===== src/design/ltsp_pkg.sv =====
// Shared types and constants of the logo table section parser.
package ltsp_pkg;

  typedef enum logic [1:0] {
    REC_HEADER     = 2'd0,
    REC_ENTRY_HEAD = 2'd1,
    REC_DATA       = 2'd2
  } rec_kind_t;

  typedef struct packed {
    logic [7:0]  table_ident;
    logic [15:0] download_ident;
    logic [4:0]  version;
    logic [15:0] network_ident;
    logic [7:0]  content_type;
  } hdr_t;

  typedef struct packed {
    logic [7:0]  logo_kind;
    logic [8:0]  logo_number;
    logic [11:0] logo_revision;
  } ent_t;

  typedef struct packed {
    rec_kind_t   kind;
    hdr_t        hdr;
    ent_t        ent;
    logic [15:0] payload_size;
    logic [7:0]  payload_byte;
    logic        entry_last;
  } rec_t;

  localparam logic [3:0]  HDR_LAST_IDX   = 4'd12;
  localparam logic [3:0]  ENT_LAST_IDX   = 4'd6;
  localparam logic [12:0] HDR_FIXED_LEN  = 13'd14;

endpackage


===== src/design/ltsp_front.sv =====
// Byte parser: tracks section structure and turns header, entry head and data bytes into record requests.
module ltsp_front (
  input  logic               clk,
  input  logic               rst,
  input  logic               take,
  input  logic [7:0]         section_byte,
  input  logic               section_start,
  output logic               rec_valid,
  output ltsp_pkg::rec_t     rec
);

  typedef enum logic [2:0] {
    PH_IDLE,
    PH_HEADER,
    PH_DESC_HEAD,
    PH_DESC_BODY,
    PH_ENTRY_HEAD,
    PH_ENTRY_DATA,
    PH_TRAILER
  } phase_t;

  phase_t               phase, phase_next, cur;
  logic [3:0]           idx, idx_next, cur_idx;
  logic [11:0]          section_len, section_len_next;
  logic [11:0]          desc_left, desc_left_next, desc_dec;
  logic [7:0]           body_left, body_left_next, body_dec;
  logic [11:0]          data_left, data_left_next, data_dec;
  logic [15:0]          payload_left, payload_left_next, payload_dec, payload_full;
  ltsp_pkg::hdr_t       hdr, hdr_next;
  ltsp_pkg::ent_t       ent, ent_next;
  logic [11:0]          desc_full;
  logic [12:0]          fixed_sum;
  logic                 emit;
  ltsp_pkg::rec_t       rec_c;

  assign desc_dec    = (desc_left != '0) ? desc_left - 12'd1 : '0;
  assign body_dec    = (body_left != '0) ? body_left - 8'd1 : '0;
  assign data_dec    = (data_left != '0) ? data_left - 12'd1 : '0;
  assign payload_dec = (payload_left != '0) ? payload_left - 16'd1 : '0;
  assign desc_full   = {desc_left[11:8], section_byte};
  assign fixed_sum   = {1'b0, desc_full} + ltsp_pkg::HDR_FIXED_LEN;
  assign payload_full = {payload_left[15:8], section_byte};

  always_comb begin
    phase_next        = phase;
    idx_next          = idx;
    section_len_next  = section_len;
    desc_left_next    = desc_left;
    body_left_next    = body_left;
    data_left_next    = data_left;
    payload_left_next = payload_left;
    hdr_next          = hdr;
    ent_next          = ent;
    emit              = 1'b0;
    rec_c             = '0;
    rec_c.hdr         = hdr;
    rec_c.ent         = ent;
    rec_c.kind        = ltsp_pkg::REC_HEADER;
    cur               = phase;
    cur_idx           = idx;
    if (section_start) begin
      cur              = PH_HEADER;
      cur_idx          = '0;
      phase_next       = PH_HEADER;
      section_len_next = '0;
      desc_left_next   = '0;
      data_left_next   = '0;
    end
    unique case (cur)
      PH_HEADER: begin
        case (cur_idx)
          4'd0:  hdr_next.table_ident          = section_byte;
          4'd1:  section_len_next              = {section_byte[3:0], 8'h00};
          4'd2:  section_len_next              = {section_len[11:8], section_byte};
          4'd3:  hdr_next.download_ident[15:8] = section_byte;
          4'd4:  hdr_next.download_ident[7:0]  = section_byte;
          4'd5:  hdr_next.version              = section_byte[5:1];
          4'd8:  hdr_next.network_ident[15:8]  = section_byte;
          4'd9:  hdr_next.network_ident[7:0]   = section_byte;
          4'd10: hdr_next.content_type         = section_byte;
          4'd11: desc_left_next                = {section_byte[3:0], 8'h00};
          default: ;
        endcase
        if (cur_idx < ltsp_pkg::HDR_LAST_IDX) begin
          idx_next = cur_idx + 4'd1;
        end else begin
          desc_left_next = desc_full;
          if ({1'b0, section_len} > fixed_sum) begin
            data_left_next = 12'({1'b0, section_len} - fixed_sum);
          end else begin
            data_left_next = '0;
          end
          idx_next = '0;
          if (desc_full != '0) begin
            phase_next = PH_DESC_HEAD;
          end else if (data_left_next != '0) begin
            phase_next = PH_ENTRY_HEAD;
          end else begin
            phase_next = PH_TRAILER;
          end
          emit       = 1'b1;
          rec_c.kind = ltsp_pkg::REC_HEADER;
        end
      end
      PH_DESC_HEAD: begin
        desc_left_next = desc_dec;
        if (cur_idx == '0) begin
          idx_next = 4'd1;
        end else begin
          body_left_next = section_byte;
          idx_next       = '0;
          if (section_byte != '0) begin
            phase_next = PH_DESC_BODY;
          end else if (desc_dec != '0) begin
            phase_next = PH_DESC_HEAD;
          end else if (data_left != '0) begin
            phase_next = PH_ENTRY_HEAD;
          end else begin
            phase_next = PH_TRAILER;
          end
        end
      end
      PH_DESC_BODY: begin
        desc_left_next = desc_dec;
        body_left_next = body_dec;
        if (body_dec == '0) begin
          idx_next = '0;
          if (desc_dec != '0) begin
            phase_next = PH_DESC_HEAD;
          end else if (data_left != '0) begin
            phase_next = PH_ENTRY_HEAD;
          end else begin
            phase_next = PH_TRAILER;
          end
        end
      end
      PH_ENTRY_HEAD: begin
        data_left_next = data_dec;
        case (cur_idx)
          4'd0: begin
            ent_next           = '0;
            ent_next.logo_kind = section_byte;
          end
          4'd1: ent_next.logo_number[8]        = section_byte[0];
          4'd2: ent_next.logo_number[7:0]      = section_byte;
          4'd3: ent_next.logo_revision[11:8]   = section_byte[3:0];
          4'd4: ent_next.logo_revision[7:0]    = section_byte;
          4'd5: payload_left_next              = {section_byte, 8'h00};
          default: ;
        endcase
        if (cur_idx < ltsp_pkg::ENT_LAST_IDX) begin
          idx_next = cur_idx + 4'd1;
        end else begin
          payload_left_next  = payload_full;
          idx_next           = '0;
          emit               = 1'b1;
          rec_c.kind         = ltsp_pkg::REC_ENTRY_HEAD;
          rec_c.payload_size = payload_full;
          rec_c.entry_last   = (payload_full == '0);
          if (payload_full != '0) begin
            phase_next = PH_ENTRY_DATA;
          end else if (data_dec == '0) begin
            phase_next = PH_TRAILER;
          end else begin
            phase_next = PH_ENTRY_HEAD;
          end
        end
      end
      PH_ENTRY_DATA: begin
        data_left_next     = data_dec;
        payload_left_next  = payload_dec;
        emit               = 1'b1;
        rec_c.kind         = ltsp_pkg::REC_DATA;
        rec_c.payload_byte = section_byte;
        rec_c.entry_last   = (payload_dec == '0);
        if (payload_dec == '0) begin
          idx_next   = '0;
          phase_next = (data_dec == '0) ? PH_TRAILER : PH_ENTRY_HEAD;
        end
      end
      default: ;
    endcase
  end

  assign rec_valid = take && emit;
  assign rec       = rec_c;

  always_ff @(posedge clk) begin
    if (rst) begin
      phase        <= PH_IDLE;
      idx          <= '0;
      section_len  <= '0;
      desc_left    <= '0;
      body_left    <= '0;
      data_left    <= '0;
      payload_left <= '0;
      hdr          <= '0;
      ent          <= '0;
    end else if (take) begin
      phase        <= phase_next;
      idx          <= idx_next;
      section_len  <= section_len_next;
      desc_left    <= desc_left_next;
      body_left    <= body_left_next;
      data_left    <= data_left_next;
      payload_left <= payload_left_next;
      hdr          <= hdr_next;
      ent          <= ent_next;
    end
  end

endmodule


===== src/design/ltsp_queue.sv =====
// Record request queue between the byte parser and the output stage.
module ltsp_queue #(
  parameter int DEPTH = 4
) (
  input  logic           clk,
  input  logic           rst,
  input  logic           wr,
  input  ltsp_pkg::rec_t wr_rec,
  input  logic           rd,
  output ltsp_pkg::rec_t rd_rec,
  output logic           full,
  output logic           nonempty
);

  localparam int PW = (DEPTH > 1) ? $clog2(DEPTH) : 1;
  localparam int CW = $clog2(DEPTH + 1);

  ltsp_pkg::rec_t  store [DEPTH];
  logic [PW-1:0]   wptr, rptr;
  logic [CW-1:0]   count;
  logic            do_wr, do_rd;

  assign full     = (count == CW'(DEPTH));
  assign nonempty = (count != '0);
  assign do_wr    = wr && !full;
  assign do_rd    = rd && nonempty;
  assign rd_rec   = store[rptr];

  always_ff @(posedge clk) begin
    if (do_wr) begin
      store[wptr] <= wr_rec;
    end
  end

  always_ff @(posedge clk) begin
    if (rst) begin
      wptr  <= '0;
      rptr  <= '0;
      count <= '0;
    end else begin
      if (do_wr) begin
        wptr <= (wptr == PW'(DEPTH - 1)) ? '0 : wptr + PW'(1);
      end
      if (do_rd) begin
        rptr <= (rptr == PW'(DEPTH - 1)) ? '0 : rptr + PW'(1);
      end
      if (do_wr && !do_rd) begin
        count <= count + CW'(1);
      end else if (do_rd && !do_wr) begin
        count <= count - CW'(1);
      end
    end
  end

endmodule


===== src/design/ltsp_back.sv =====
// Output stage: takes record requests from the queue, formats and holds them for the receiver.
module ltsp_back (
  input  logic           clk,
  input  logic           rst,
  input  logic           q_nonempty,
  input  ltsp_pkg::rec_t q_rec,
  output logic           q_rd,
  input  logic           pop,
  output logic           empty,
  output ltsp_pkg::rec_t out_rec
);

  logic           out_valid;
  ltsp_pkg::rec_t fmt;

  // drop entry fields from header records
  always_comb begin
    fmt = q_rec;
    if (q_rec.kind == ltsp_pkg::REC_HEADER) begin
      fmt.ent = '0;
    end
  end

  assign q_rd  = q_nonempty && (!out_valid || pop);
  assign empty = !out_valid;

  always_ff @(posedge clk) begin
    if (rst) begin
      out_valid <= 1'b0;
    end else if (q_rd) begin
      out_valid <= 1'b1;
    end else if (pop) begin
      out_valid <= 1'b0;
    end
  end

  always_ff @(posedge clk) begin
    if (q_rd) begin
      out_rec <= fmt;
    end
  end

endmodule


===== src/design/logo_table_section_parser.sv =====
// Top level of the logo table section parser.
// Input channel: one section byte per request, with section_start high on the
// first byte of a section; a request is taken when push is high and full low.
// Output channel: one record per request (section header, logo entry head or
// logo data byte); the oldest record sits on the result ports while empty is
// low and is taken when pop is high.
// Throughput: one byte per cycle; the byte parser does a single state update
// per byte and never waits on the output side while the record queue has room.
// A record caused by a taken byte is written into the queue and then into the
// output register, from which it is shown on the result ports.
// When the receiver stalls, up to QUEUE_DEPTH records wait in the queue plus
// one in the output register; full rises once the queue is full, even for
// bytes that would give no record.
// Reset: parser returns to idle (waits for a start byte), queue and output
// register are emptied.
module logo_table_section_parser #(
  parameter int QUEUE_DEPTH = 4
) (
  input  logic        clk,
  input  logic        rst,
  input  logic        push,
  output logic        full,
  input  logic [7:0]  section_byte,
  input  logic        section_start,
  output logic        empty,
  input  logic        pop,
  output logic [1:0]  record_kind,
  output logic [7:0]  table_ident,
  output logic [15:0] download_ident,
  output logic [4:0]  version,
  output logic [15:0] network_ident,
  output logic [7:0]  content_type,
  output logic [7:0]  logo_kind,
  output logic [8:0]  logo_number,
  output logic [11:0] logo_revision,
  output logic [15:0] payload_size,
  output logic [7:0]  payload_byte,
  output logic        entry_last
);

  logic           take;
  logic           rec_valid;
  ltsp_pkg::rec_t rec;
  ltsp_pkg::rec_t q_rec;
  ltsp_pkg::rec_t out_rec;
  logic           q_full, q_nonempty, q_rd;

  assign full = q_full;
  assign take = push && !q_full;

  ltsp_front u_front (
    .clk           (clk),
    .rst           (rst),
    .take          (take),
    .section_byte  (section_byte),
    .section_start (section_start),
    .rec_valid     (rec_valid),
    .rec           (rec)
  );

  ltsp_queue #(
    .DEPTH (QUEUE_DEPTH)
  ) u_queue (
    .clk      (clk),
    .rst      (rst),
    .wr       (rec_valid),
    .wr_rec   (rec),
    .rd       (q_rd),
    .rd_rec   (q_rec),
    .full     (q_full),
    .nonempty (q_nonempty)
  );

  ltsp_back u_back (
    .clk        (clk),
    .rst        (rst),
    .q_nonempty (q_nonempty),
    .q_rec      (q_rec),
    .q_rd       (q_rd),
    .pop        (pop),
    .empty      (empty),
    .out_rec    (out_rec)
  );

  assign record_kind    = out_rec.kind;
  assign table_ident    = out_rec.hdr.table_ident;
  assign download_ident = out_rec.hdr.download_ident;
  assign version        = out_rec.hdr.version;
  assign network_ident  = out_rec.hdr.network_ident;
  assign content_type   = out_rec.hdr.content_type;
  assign logo_kind      = out_rec.ent.logo_kind;
  assign logo_number    = out_rec.ent.logo_number;
  assign logo_revision  = out_rec.ent.logo_revision;
  assign payload_size   = out_rec.payload_size;
  assign payload_byte   = out_rec.payload_byte;
  assign entry_last     = out_rec.entry_last;

endmodule

===== config.mk =====
export PLATFORM = sky130hd
export DESIGN_NAME = logo_table_section_parser
export DESIGN_NICKNAME = d
export VERILOG_FILES = /design/src/design/ltsp_pkg.sv /design/src/design/ltsp_front.sv /design/src/design/ltsp_queue.sv /design/src/design/ltsp_back.sv /design/src/design/logo_table_section_parser.sv
export SDC_FILE = /design/constraint.sdc
export NUM_CORES = 1
export LEC_CHECK = 0
export ABC_AREA = 1
export BUFFER_PORTS_ARGS = -buffer_cell sky130_fd_sc_hd__buf_2
export CORE_ASPECT_RATIO = 1.5
export CORE_MARGIN = 5
export CORE_UTILIZATION = 40
export CTS_BUF_LIST = sky130_fd_sc_hd__clkbuf_8
export DETAILED_ROUTE_END_ITERATION = 7
export GPL_TIMING_DRIVEN = 0
export HOLD_SLACK_MARGIN = 0.08
export PLACE_DENSITY = 0.57
export SYNTH_ARGS = -nofsm -noshare
export SYNTH_HDL_FRONTEND = slang
export SYNTH_SLANG_ARGS = --single-unit

===== constraint.sdc =====
create_clock -name clk -period 25.3 [get_ports clk]
set_input_delay 7.59 -clock clk [delete_from_list [all_inputs] [get_ports clk]]
set_output_delay 7.59 -clock clk [all_outputs]
set_load 0.02 [all_outputs]

# Word-level counts from Yosys, hierarchy flattened
# Memories as Yosys holds them, arrays and structs flattened. A register that Yosys moved wholly into a read port is not among the register bits.
# Cells that the tools add are included.
# totals
ram_bits	436
wordCells	202
latchBits	0
mem_count	1
regBits	266
romBits	0
out_inout_bits	111
# classes
n_reduce_logical	57
mux	67
add_sub_neg	11
eq_ne	25
n_mul	0
shift	0
bitwise	0
order_cmp	3
div	0
# memory_table
memory	depth	width	read_ports	rd_clocked_by_memory_dff	wr	line	source
u_queue.store	4	109	1	1	1	ltsp_queue.sv:18	ltsp_pkg::rec_t store [DEPTH];
# ops
cell	count
2-to-1 mux 12 bit	12
2-to-1 mux 16 bit	5
one-hot mux 12 bit (2 select lines)	3
nonzero test 12 bit	5
one-hot mux 8 bit (2 select lines)	3
AND reduction 3 bit	14
2-to-1 mux 3 bit	12
zero test 16 bit	2
one-hot mux 16 bit (2 select lines)	1
nonzero test 16 bit	2
2-to-1 mux 8 bit	3
subtractor 12 x 1 -> 12 bit (second input constant)	2
2-to-1 mux 4 bit	5
one-hot mux 4 bit (5 select lines)	1
equality test 4 bit (second input constant)	4
nonzero test 2 bit	8
nonzero test 8 bit	2
subtractor 16 x 1 -> 16 bit (second input constant)	1
one-hot mux 3 bit (5 select lines)	1
2-to-1 mux 2 bit	7
adder 12 x 4 -> 13 bit (second input constant)	1
> comparator 12 x 13 -> 1 bit	1
zero test 12 bit	1
subtractor 12 bit	1
other kinds (33)	66

# Logic depth before layout (Yosys ltp)
# Gate-level depths: netlist of run 1.
# depth
depth_word	10
mapped_depth	26
depth_no_buf	25

# Cells and area by module
# Synthesis of run 1 repeated with hierarchy kept, for this count alone.
# unflattened
hier_cells	2648
area_unflattened_um2	29214.3
# modules_own_cells
module	n_inst	cells_per_inst	area_each_um2	seq_area_each_um2
ltsp_queue	1	1124	16590.9	13272.7
ltsp_front	1	1344	9043.7	2982.9
ltsp_back	1	178	3569.7	3293.2
logo_table_section_parser	1	2	10.0	0.0

# Worst setup path after synthesis of run 1
# No wires, ideal clock.
# synth_path
kind	input-to-reg
startpoint	input pop
endpoint	register u_queue.count[1]
setup_ns	0.121
path_buffers	0
slack_ns	10.620
stages	8
t_arrival_ns	14.560
required_time_ns	25.179
cell_sequence	nor2_1 -> a21oi_1 -> inv_1 -> ha_1 -> inv_1 -> fa_1 -> o21ai_0 -> a21oi_1
# synth_between
elab_chain_len	6
word_cells_on_any_way	8
classes_between	mux: 1; reduce/logical: 7
# synth_lines
element	line	source
start: declaration	logo_table_section_parser.sv:26	input logic pop,
logical OR 1 bit (*)	ltsp_back.sv:24	assign q_rd = q_nonempty && (!out_valid || pop);
logical AND 1 bit (*)	ltsp_back.sv:24	
net q_rd	logo_table_section_parser.sv:46	logic q_full, q_nonempty, q_rd;
logical AND 1 bit (*)	ltsp_queue.sv:26	assign do_rd = rd && nonempty;
zero test 1 bit	ltsp_queue.sv:47	if (do_wr && !do_rd) begin
logical AND 1 bit	ltsp_queue.sv:47	
2-to-1 mux 3 bit or nonzero test 2 bit (tied branches)	--	
end signal: assignment	ltsp_queue.sv:48	count <= count + CW'(1);
end signal: assignment	ltsp_queue.sv:50	count <= count - CW'(1);
end: declaration	ltsp_queue.sv:20	logic [CW-1:0] count;
# The timed path passes the listed nets; every way through them passes the cells marked *.
# A chain may end at the register's enable or synchronous reset.

# Worst setup path after layout of run 1
# layout_path
startpoint	input section_byte[2]
endpoint	register u_front.phase[1]
# layout_between
elab_chain_len	10
word_cells_on_any_way	18
classes_between	add/sub: 2; order compare: 1; mux: 11; reduce/logical: 4
# layout_lines
element	line	source
start: declaration	logo_table_section_parser.sv:23	input logic [7:0] section_byte,
adder 12 x 4 -> 13 bit	ltsp_front.sv:41	assign fixed_sum = {1'b0, desc_full} + ltsp_pkg::HDR_FIXED_LEN;
subtractor 12 bit or > comparator 12 x 13 -> 1 bit (tied branches)	ltsp_front.sv:89, ltsp_front.sv:88	
2-to-1 mux 12 bit	ltsp_front.sv:88	if ({1'b0, section_len} > fixed_sum) begin
2-to-1 mux 12 bit	ltsp_front.sv:84	if (cur_idx < ltsp_pkg::HDR_LAST_IDX) begin
2-to-1 mux 12 bit	ltsp_front.sv:69	unique case (cur)
nonzero test 12 bit	ltsp_front.sv:96	end else if (data_left_next != '0) begin
2-to-1 mux 2 bit	ltsp_front.sv:96	
2-to-1 mux 3 bit	ltsp_front.sv:94	if (desc_full != '0) begin
2-to-1 mux 3 bit	ltsp_front.sv:84	
one-hot mux 3 bit (5 select lines) (*)	ltsp_front.sv:69	
end signal: assignment	ltsp_front.sv:200	phase <= phase_next;
end: declaration	ltsp_front.sv:22	phase_t phase, phase_next, cur;
# Every way passes the cells marked *; elsewhere a longest branch is shown, timed or not. The select of a mux whose other input is x is not followed.

==> impl_results.md, run 1 <==
- Status: finished, final reports clean
- Most frequent cells after synthesis: 545 x edfxtp_1, 404 x nor2_1, 334 x o21ai_0, 317 x nand2_1, 186 x inv_1
- CP most frequent cell: nand2_1
- Slew @ Worst Pin: 1.266 ns
- Largest net degree at the start of global routing: 32
- CP Buf/Inv Count: 6
- HP Class: register to register
- Adder-Cell Fraction of Synth Area: 1.296%
- Setup TNS: 0 ns
- Crit Path Max Fanout: 10
- Largest family of logic cells by synthesized area: simple AND/OR/NAND/NOR gates
- Arrival time of the worst setup path: 11.74 ns
- CTS Buffer Depth: 3
- Synth area leader: edfxtp_1
- Critical Path Start Type: primary input
- CTS Hold Buffers Added: 0
- PD cells: 104.7 nW/um^2
- Main flop type after synthesis: edfxtp_1
- Syn Inst Count: 2679
- Met3 Use GR: 3.129%
- Met1 GRT Util: 24.12%
- Int Pwr: 2.175 mW
- Nets: 2968
- Hold_ws: 0.4670 ns
- CTS tree: built
- Post-synthesis register bit count: 704
- H-tree depth: 3
- Vias in the first global route: 21370
- Overall global routing resource usage: 20.85%
- RSZ-0062 raised after global routing: no
- Top cell type's share of synthesized area: 56.14%
- Post-CTS Resized: 0
- Largest cells by area after synthesis: edfxtp_1 56%, dfxtp_1 11%, o21ai_0 5.7%, nor2_1 5.2%, nand2_1 4.1%
- Fillcell total: 6662
- Core Area: 72520 um^2
- CP endpoint kind: register
- Initial antenna violation count: 1
- 1st-iter DRT viols: 1828
- Logic gate share of total power: 33.3%
- Final ANT Viol Nets: 0
- Largest stage delay, worst path: 0.98 ns
- Layout area overhead: 14.72%
- Die width: 230.4 um
- Static leakage: 12.34 nW
- Clock share of power: 24.7%
- HPWL Detailed: 57910 um
- Drt via density: 5.427
- Hold Violations, Final: 0
- Setup Crit Path Kind: primary input to register
- Met2 Use GR: 37.36%
- Drt total wl: 84260 um
- First-pass iteration count of the detailed router: 5
- Switching power total: 1.328 mW
- DIE HEIGHT: 340.6 um
- Max-slew headroom: 15.58%
- Die area: 78480 um^2
- Sequential area share after synthesis: 67.06%
- Cell area after layout: 33440 um^2
- Multi-input logic area: 8254 um^2
- Sink Count: 704
- Peak supply drop: 0.00005367 V
- DRC Markers: 0
- Busiest layer in global routing: met2
- I/O pin total: 124
- Synthesized area: 29150 um^2
- Routability Congestion: 0.9111
- Avg WL per Cell: 21.40 um
- Sequential Area: 19550 um^2
- Gr ovfl total: 0
- Placed Area: 31470 um^2
- MaxCap Viol Count: 0
- Post-Synth XOR/XNOR Area: 0.4807%
- Simple-gate area share of the yosys netlist: 13.50%
- Worst path slowest cell: clkbuf_1
- Port Buf Inserts: 118
- Compound-Gate Fraction of Synth Area: 12.89%
- Period utilisation layout: 43.88%
- Multiplexer area fraction after synthesis: 0%
- Mean area per synthesized cell: 10.88 um^2
- Ys async rst share: 0%
- Clock Skews: 0.04376 ns
- # rows: 121
- # Post-CTS Setup Buffers: 0
- Number of synthesis warnings: 0
- Vias: 21370
- Most numerous cell in the Yosys netlist: edfxtp_1
- Worst Path Required: 25.93 ns
- First-pass GRT wire length: 126000 um
- Fin. max-slew vios: 0
- Post-layout util: 46.11%
- Clock Latency Late Sink: 0.73 ns
- Highest Clock Rate: 90.07 MHz
- Final setup fails: 0
- CTS clk-pin slew, worst paths: 0.07 ns
- Delay-heaviest family, CP: buffers and inverters
- Post-synthesis net count: 2721
- Sw Ratio: 37.91%
- Post-synth EDFFs: 545
- Root buf cell: clkbuf_8
- Seq pwr share: 42.0%
- Fraction of layout cells with a size suffix above 1: 13.14%
- Netlist cell types: 56
- CTS buffer count: 103
- Final min period: 11.10 ns
- Starting Density: 40.20%
## worst min-delay path: stages (launching register included)
cell     delay, ns
dfxtp_1       0.30
inv_1         0.06
a21oi_1       0.06
## logic make-up (layout without fill, tap and decap cells)
group / count (synthesis) / count (layout)
flops: 704 / 704
other cells: 0 / 2
buf+inv: 346 / 681
simple gates: 912 / 912
xor+xnor: 16 / 16
fa+ha+maj: 29 / 29
compound gates: 672 / 672
## worst paths after layout
path,start,endpoint,slack (ns),depth (start not counted)
worst max-delay path,section_byte[2],u_front.phase[1],14.20,25
worst min-delay path,u_front.idx[1],u_front.idx[1],0.47,2
worst max register to register,u_front.phase[0],u_queue.store[3][35],21.46,12
worst min register to register,u_front.idx[1],u_front.idx[1],0.47,2
## layout by cell type, fill, tap and decap left out, types with 9 or more instances in the layout
cell type and instances:
buf_12 13, nor3_1 12, edfxtp_1 545, inv_1 234, ha_1 27, nand2_2 11, clkbuf_1 100, inv_2 19
clkinv_2 10, nand2_1 317, o21ai_0 334, a31oi_1 17, a221oi_1 20, nor2_4 13, clkinvlp_4 9, nor2_1 400
buf_16 10, nor2_2 23, o22ai_1 107, clkinv_1 17, dfxtp_1 159, o21ai_1 9, nand4_1 24, nand3_1 87
clkbuf_8 108, xor2_1 14, buf_2 133, a21oi_1 143
## stage by stage
| step | worst slack [ns] | power, mW | std cells |
|---|---|---|---|
| finish | 14.20 | 3.502 | 3938 |
| global route | 14.00 | 3.690 | 3937 |
| CTS | 14.12 | 3.533 | 3935 |
| detailed placement | 13.32 | 2.668 | 3742 |
| global placement | 6.681 | 2.658 | 3719 |
| floorplan | 10.62 | 2.230 | 2679 |
## cell type report
| type | count | share of cell area (%) |
|---|---|---|
| buffer | 134 | 1.755 |
| tap | 922 | 3.450 |
| multi-input combinational | 1629 | 24.68 |
| clock inverter | 85 | 1.388 |
| timing repair buffer | 142 | 3.412 |
| clock buffer | 108 | 4.445 |
| antenna | 2 | 0.01497 |
| inverter | 212 | 2.395 |
| sequential | 704 | 58.46 |
## power groups by stage
stage | Clock, mW | Combinational, mW | Sequential (mW)
6_report | 0.866 | 1.16 | 1.47
5_1_grt | 0.936 | 1.27 | 1.48
4_1_cts | 0.885 | 1.17 | 1.47
3_5_place_dp | 0 | 1.17 | 1.50
3_3_place_gp | 0 | 1.13 | 1.53
2_1_floorplan | 0 | 0.591 | 1.64
## registers in the layout (all words and copies together), names as in the netlist, 4 cells and up, named ones only
signal                flops
u_front.section_len      12
u_front.body_left         8
u_queue.store           436
u_front.desc_left        12
u_front.rec              82
u_front.data_left        12
u_back.out_rec          109
u_front.idx               4
u_front.payload_left     16
## layer usage
layer / vias up / share of wire [%] / wire length, um
met5: - / 0 / 0
met4: 0 / 4.7 / 3964
met3: 184 / 5.3 / 4468
met2: 729 / 51 / 43340
met1: 10470 / 39 / 32490
li1: 9986 / - / -
Power figures use the tool's default switching activity.
==> inputs of run 2 (changes only) <==
--- a/config.mk
+++ b/config.mk
@@ -5,7 +5,7 @@
 export SDC_FILE = /design/constraint.sdc
 export NUM_CORES = 1
 export LEC_CHECK = 0
-export ABC_AREA = 1
+export ABC_AREA = 0
 export BUFFER_PORTS_ARGS = -buffer_cell sky130_fd_sc_hd__buf_2
 export CORE_ASPECT_RATIO = 1.5
 export CORE_MARGIN = 5
@@ -14,7 +14,7 @@
 export DETAILED_ROUTE_END_ITERATION = 7
 export GPL_TIMING_DRIVEN = 0
 export HOLD_SLACK_MARGIN = 0.08
-export PLACE_DENSITY = 0.57
+export PLACE_DENSITY = 0.59
 export SYNTH_ARGS = -nofsm -noshare
 export SYNTH_HDL_FRONTEND = slang
 export SYNTH_SLANG_ARGS = --single-unit
==> constraint.sdc (replaced) <==
create_clock -name clk -period 9.72 [get_ports clk]
set_input_delay 2.916 -clock clk [delete_from_list [all_inputs] [get_ports clk]]
set_output_delay 2.916 -clock clk [all_outputs]
set_load 0.02 [all_outputs]
==> run 2 against run 1 <==
Count of clock-buffer cells in the layout increased by 5. Critical path depth is 10 lower. Wire length is 15% lower. Synthesized cell count shrank 29%.
==> impl_results.md, run 2 <==
- Gr ovfl total: 0 (unchanged)
- CTS clk-pin slew, worst paths: 0.07 ns (about the same)
- Vias: 17140 (was 21370)
- Status: finished, final reports clean (unchanged)
- Worst path slowest cell: clkbuf_1 (unchanged)
- Final min period: 6.728 ns
- I/O pin total: 124 (unchanged)
- Avg WL per Cell: 22.66 um (was 21.40 um)
- Setup Crit Path Kind: primary input to register (unchanged)
- Final ANT Viol Nets: 0 (unchanged)
- # rows: 119 (was 121)
- Adder-Cell Fraction of Synth Area: 1.344% (was 1.296%)
- CTS Hold Buffers Added: 0 (unchanged)
- Max FFs per register: 436 (unchanged)
- Core Area: 69980 um^2 (was 72520 um^2)
- DRC Markers: 0 (unchanged)
- Sw Ratio: 29.17% (was 37.91%)
- Delay-heaviest family, CP: simple AND/OR/NAND/NOR gates (was buffers and inverters)
- Simple-gate area share of the yosys netlist: 9.542% (was 13.50%)
- Post-Synth XOR/XNOR Area: 1.090% (was 0.4807%)
- Most flop-heavy register: u_queue.store (unchanged)
- Top cell type's share of synthesized area: 58.21% (was 56.14%)
- Switching power total: 2.200 mW (was 1.328 mW)
- Final WS setup: 2.992 ns (was 14.20 ns)
- Routability Congestion: 0.8827 (was 0.9111)
- HPWL Detailed: 48120 um (was 57910 um)
- Post-synthesis net count: 1955 (was 2721)
- Post-CTS Resized: 0 (unchanged)
- Compound-Gate Fraction of Synth Area: 7.134% (was 12.89%)
- Worst Path Required: 10.35 ns (was 25.93 ns)
- Int Pwr: 5.343 mW (was 2.175 mW)
- Die area: 75790 um^2 (was 78480 um^2)
- Seq pwr share: 48.1% (was 42.0%)
- Syn Inst Count: 1913 (was 2679)
- # Post-CTS Setup Buffers: 0 (unchanged)
- Mean area per synthesized cell: 14.70 um^2 (was 10.88 um^2)
- Critical Path Start Type: primary input (unchanged)
- Largest net degree at the start of global routing: 53 (was 32)
- Most frequent cells after synthesis: 545 x edfxtp_1, 159 x dfxtp_1, 148 x nor2_1, 139 x nand2_1, 136 x a21oi_1 (was 545 x edfxtp_1, 404 x nor2_1, 334 x o21ai_0, 317 x nand2_1, 186 x inv_1)
- Sink Count: 704 (unchanged)
- Ys async rst share: 0% (unchanged)
- Critical path, cell by cell: buf_2 > clkbuf_1 > inv_1 > ha_1 > nand2b_1 > nand4_1 > xor2_1 > ha_1 > nand2_1 > o21ai_0 > nor2_1 > xnor2_1 > or4_1 > or4_1 > o21ai_1
- Synthesized area: 28110 um^2 (was 29150 um^2)
- Main flop type after synthesis: edfxtp_1 (unchanged)
- DIE HEIGHT: 334.7 um (was 340.6 um)
- Multiplexer area fraction after synthesis: 9.382% (was 0%)
- Peak supply drop: 0.0001300 V (was 0.00005367 V)
- Largest family of logic cells by synthesized area: simple AND/OR/NAND/NOR gates (unchanged)
- Netlist cell types: 70 (was 56)
- H-tree depth: 3 (unchanged)
- Port Buf Inserts: 122 (was 118)
- RSZ-0062 raised after global routing: no (unchanged)
- Drt total wl: 71390 um (was 84260 um)
- Final setup fails: 0 (unchanged)
- Largest stage delay, worst path: 0.76 ns (was 0.98 ns)
- Crit Path Max Fanout: 10 (unchanged)
- Clock Latency Late Sink: 0.72 ns (was 0.73 ns)
- Layout area overhead: 14.85% (was 14.72%)
- Fin cells: 3151 (was 3938)
- Pre-CTS WS: 2.290 ns (was 13.32 ns)
- Die width: 226.5 um (was 230.4 um)
- Largest cells by area after synthesis: edfxtp_1 58%, dfxtp_1 11%, mux4_2 8.7%, a21oi_1 2.4%, nor2_1 2.0% (was edfxtp_1 56%, dfxtp_1 11%, o21ai_0 5.7%, nor2_1 5.2%, nand2_1 4.1%)
- Clock share of power: 31.0% (was 24.7%)
- Logic gate share of total power: 20.9% (was 33.3%)
- Post-synth EDFFs: 545 (unchanged)
- Sequential area share after synthesis: 69.54% (was 67.06%)
- Initial antenna violation count: 4 (was 1)
- Period utilisation layout: 69.22%
- CTS Buffer Depth: 3 (unchanged)
- Most frequent cells in the layout: 545 x edfxtp_1, 159 x dfxtp_1, 148 x nor2_1 (was 545 x edfxtp_1, 400 x nor2_1, 334 x o21ai_0)
- Fillcell total: 6249 (was 6662)
- MaxCap Viol Count: 0 (unchanged)
- 1st-iter DRT viols: 1272 (was 1828)
- Max-slew headroom: 9.420% (was 15.58%)
- CTS buffer count: 102 (was 103)
- Arrival time of the worst setup path: 7.36 ns (was 11.74 ns)
- Hold Violations, Final: 0 (unchanged)
- Starting Density: 40.17% (was 40.20%)
- Fraction of layout cells with a size suffix above 1: 17.93% (was 13.14%)
- Clock Skews: 0.04221 ns (was 0.04376 ns)
- Reg2Reg Setup Slack: 5.49 ns (was 21.46 ns)
- CP Buf/Inv Count: 3 (was 6)
- Vias in the first global route: 17180 (was 21370)
- Commonest non-fill, non-tap cell in the layout: edfxtp_1 (unchanged)
- First-pass iteration count of the detailed router: 6 (was 5)
- Fin. max-slew vios: 0 (unchanged)
- Synth area leader: edfxtp_1 (unchanged)
- Static leakage: 11.19 nW (was 12.34 nW)
- Placed cell count: 2955 (was 3742)
- Number of synthesis warnings: 0 (unchanged)
- CP endpoint kind: register (unchanged)
- Nets: 2194 (was 2968)
- HP Class: register to register (unchanged)
- Post-layout util: 46.14% (was 46.11%)
- Most numerous cell in the Yosys netlist: edfxtp_1 (unchanged)
- Setup TNS: 0 ns (unchanged)
- PD cells: 233.6 nW/um^2 (was 104.7 nW/um^2)
- Post-synthesis register bit count: 704 (unchanged)
- CTS tree: built (unchanged)
- Drt via density: 5.439 (was 5.427)
- Highest Clock Rate: 148.6 MHz
- Root buf cell: clkbuf_8 (unchanged)
- First-pass GRT wire length: 106200 um (was 126000 um)
- Overall global routing resource usage: 18.50% (was 20.85%)
- Slew @ Worst Pin: 1.348 ns (was 1.266 ns)
[run 2: tightest hold or removal path, cell delays in order, from the launching register on]
cell	delay (ns)
dfxtp_1	0.34
nand2_1	0.06
a21oi_1	0.05
[run 2: area by class of cell]
cell class	instances	area (um^2)	area share, %
multi-input cells	1066	8049	24.93
diodes	2	5.005	0.01550
clock buffers	113	1555	4.817
inverters	28	105.1	0.3255
flip-flops and latches	704	19550	60.55
plain buffers	115	449.2	1.391
well taps	907	1135	3.515
repair buffers	135	933.4	2.891
clock inverters	81	506.7	1.569
[run 2: final timing paths]
| path | from | to | cells past startpoint |
|---|---|---|---|
| worst max-delay path | section_byte[1] | u_front.phase[1] | 15 |
| worst min-delay path | u_front.body_left[1] | u_front.body_left[1] | 2 |
| worst max register to register | u_queue.count[0] | u_queue.store[1][102] | 8 |
| worst min register to register | u_front.body_left[1] | u_front.body_left[1] | 2 |
[run 2: power groups by stage]
stage	sequential (mW)	clock (mW)	combinational [mW]
2_1_floorplan	3.99	0	0.712
3_3_place_gp	3.74	0	1.54
3_5_place_dp	3.70	0	1.61
4_1_cts	3.64	2.41	1.61
5_1_grt	3.66	2.54	1.68
6_report	3.63	2.34	1.57
[run 2: routing by layer]
layer	routed length (um)	GRT usage, %	vias up
met5	12	0	-
met4	2052	6.083	2
met3	3888	3.021	128
met2	37700	33.64	565
met1	27740	22.33	8601
li1	-	-	7841
[run 2: kinds of logic (layout without fill, tap and decap cells)]
| family | Yosys count | in the layout |
|---|---|---|
| simple gates | 552 | 552 |
| other cells | 0 | 2 |
| mux | 127 | 127 |
| fa+ha+maj | 29 | 29 |
| xor+xnor | 35 | 35 |
| flops | 704 | 704 |
| compound gates | 323 | 323 |
| buf+inv | 143 | 472 |
[run 2: stage by stage]
stage                     power [mW]  hold slack, ns  instance area [um^2]
final                          7.543          0.4951                 32290
after global routing           7.876          0.5013                 32280
after CTS                      7.657          0.4867                 32280
after detailed placement       5.308          0.4785                 30210
after global placement         5.279          0.4624                 29860
after floorplan                4.707          0.4453                 28120
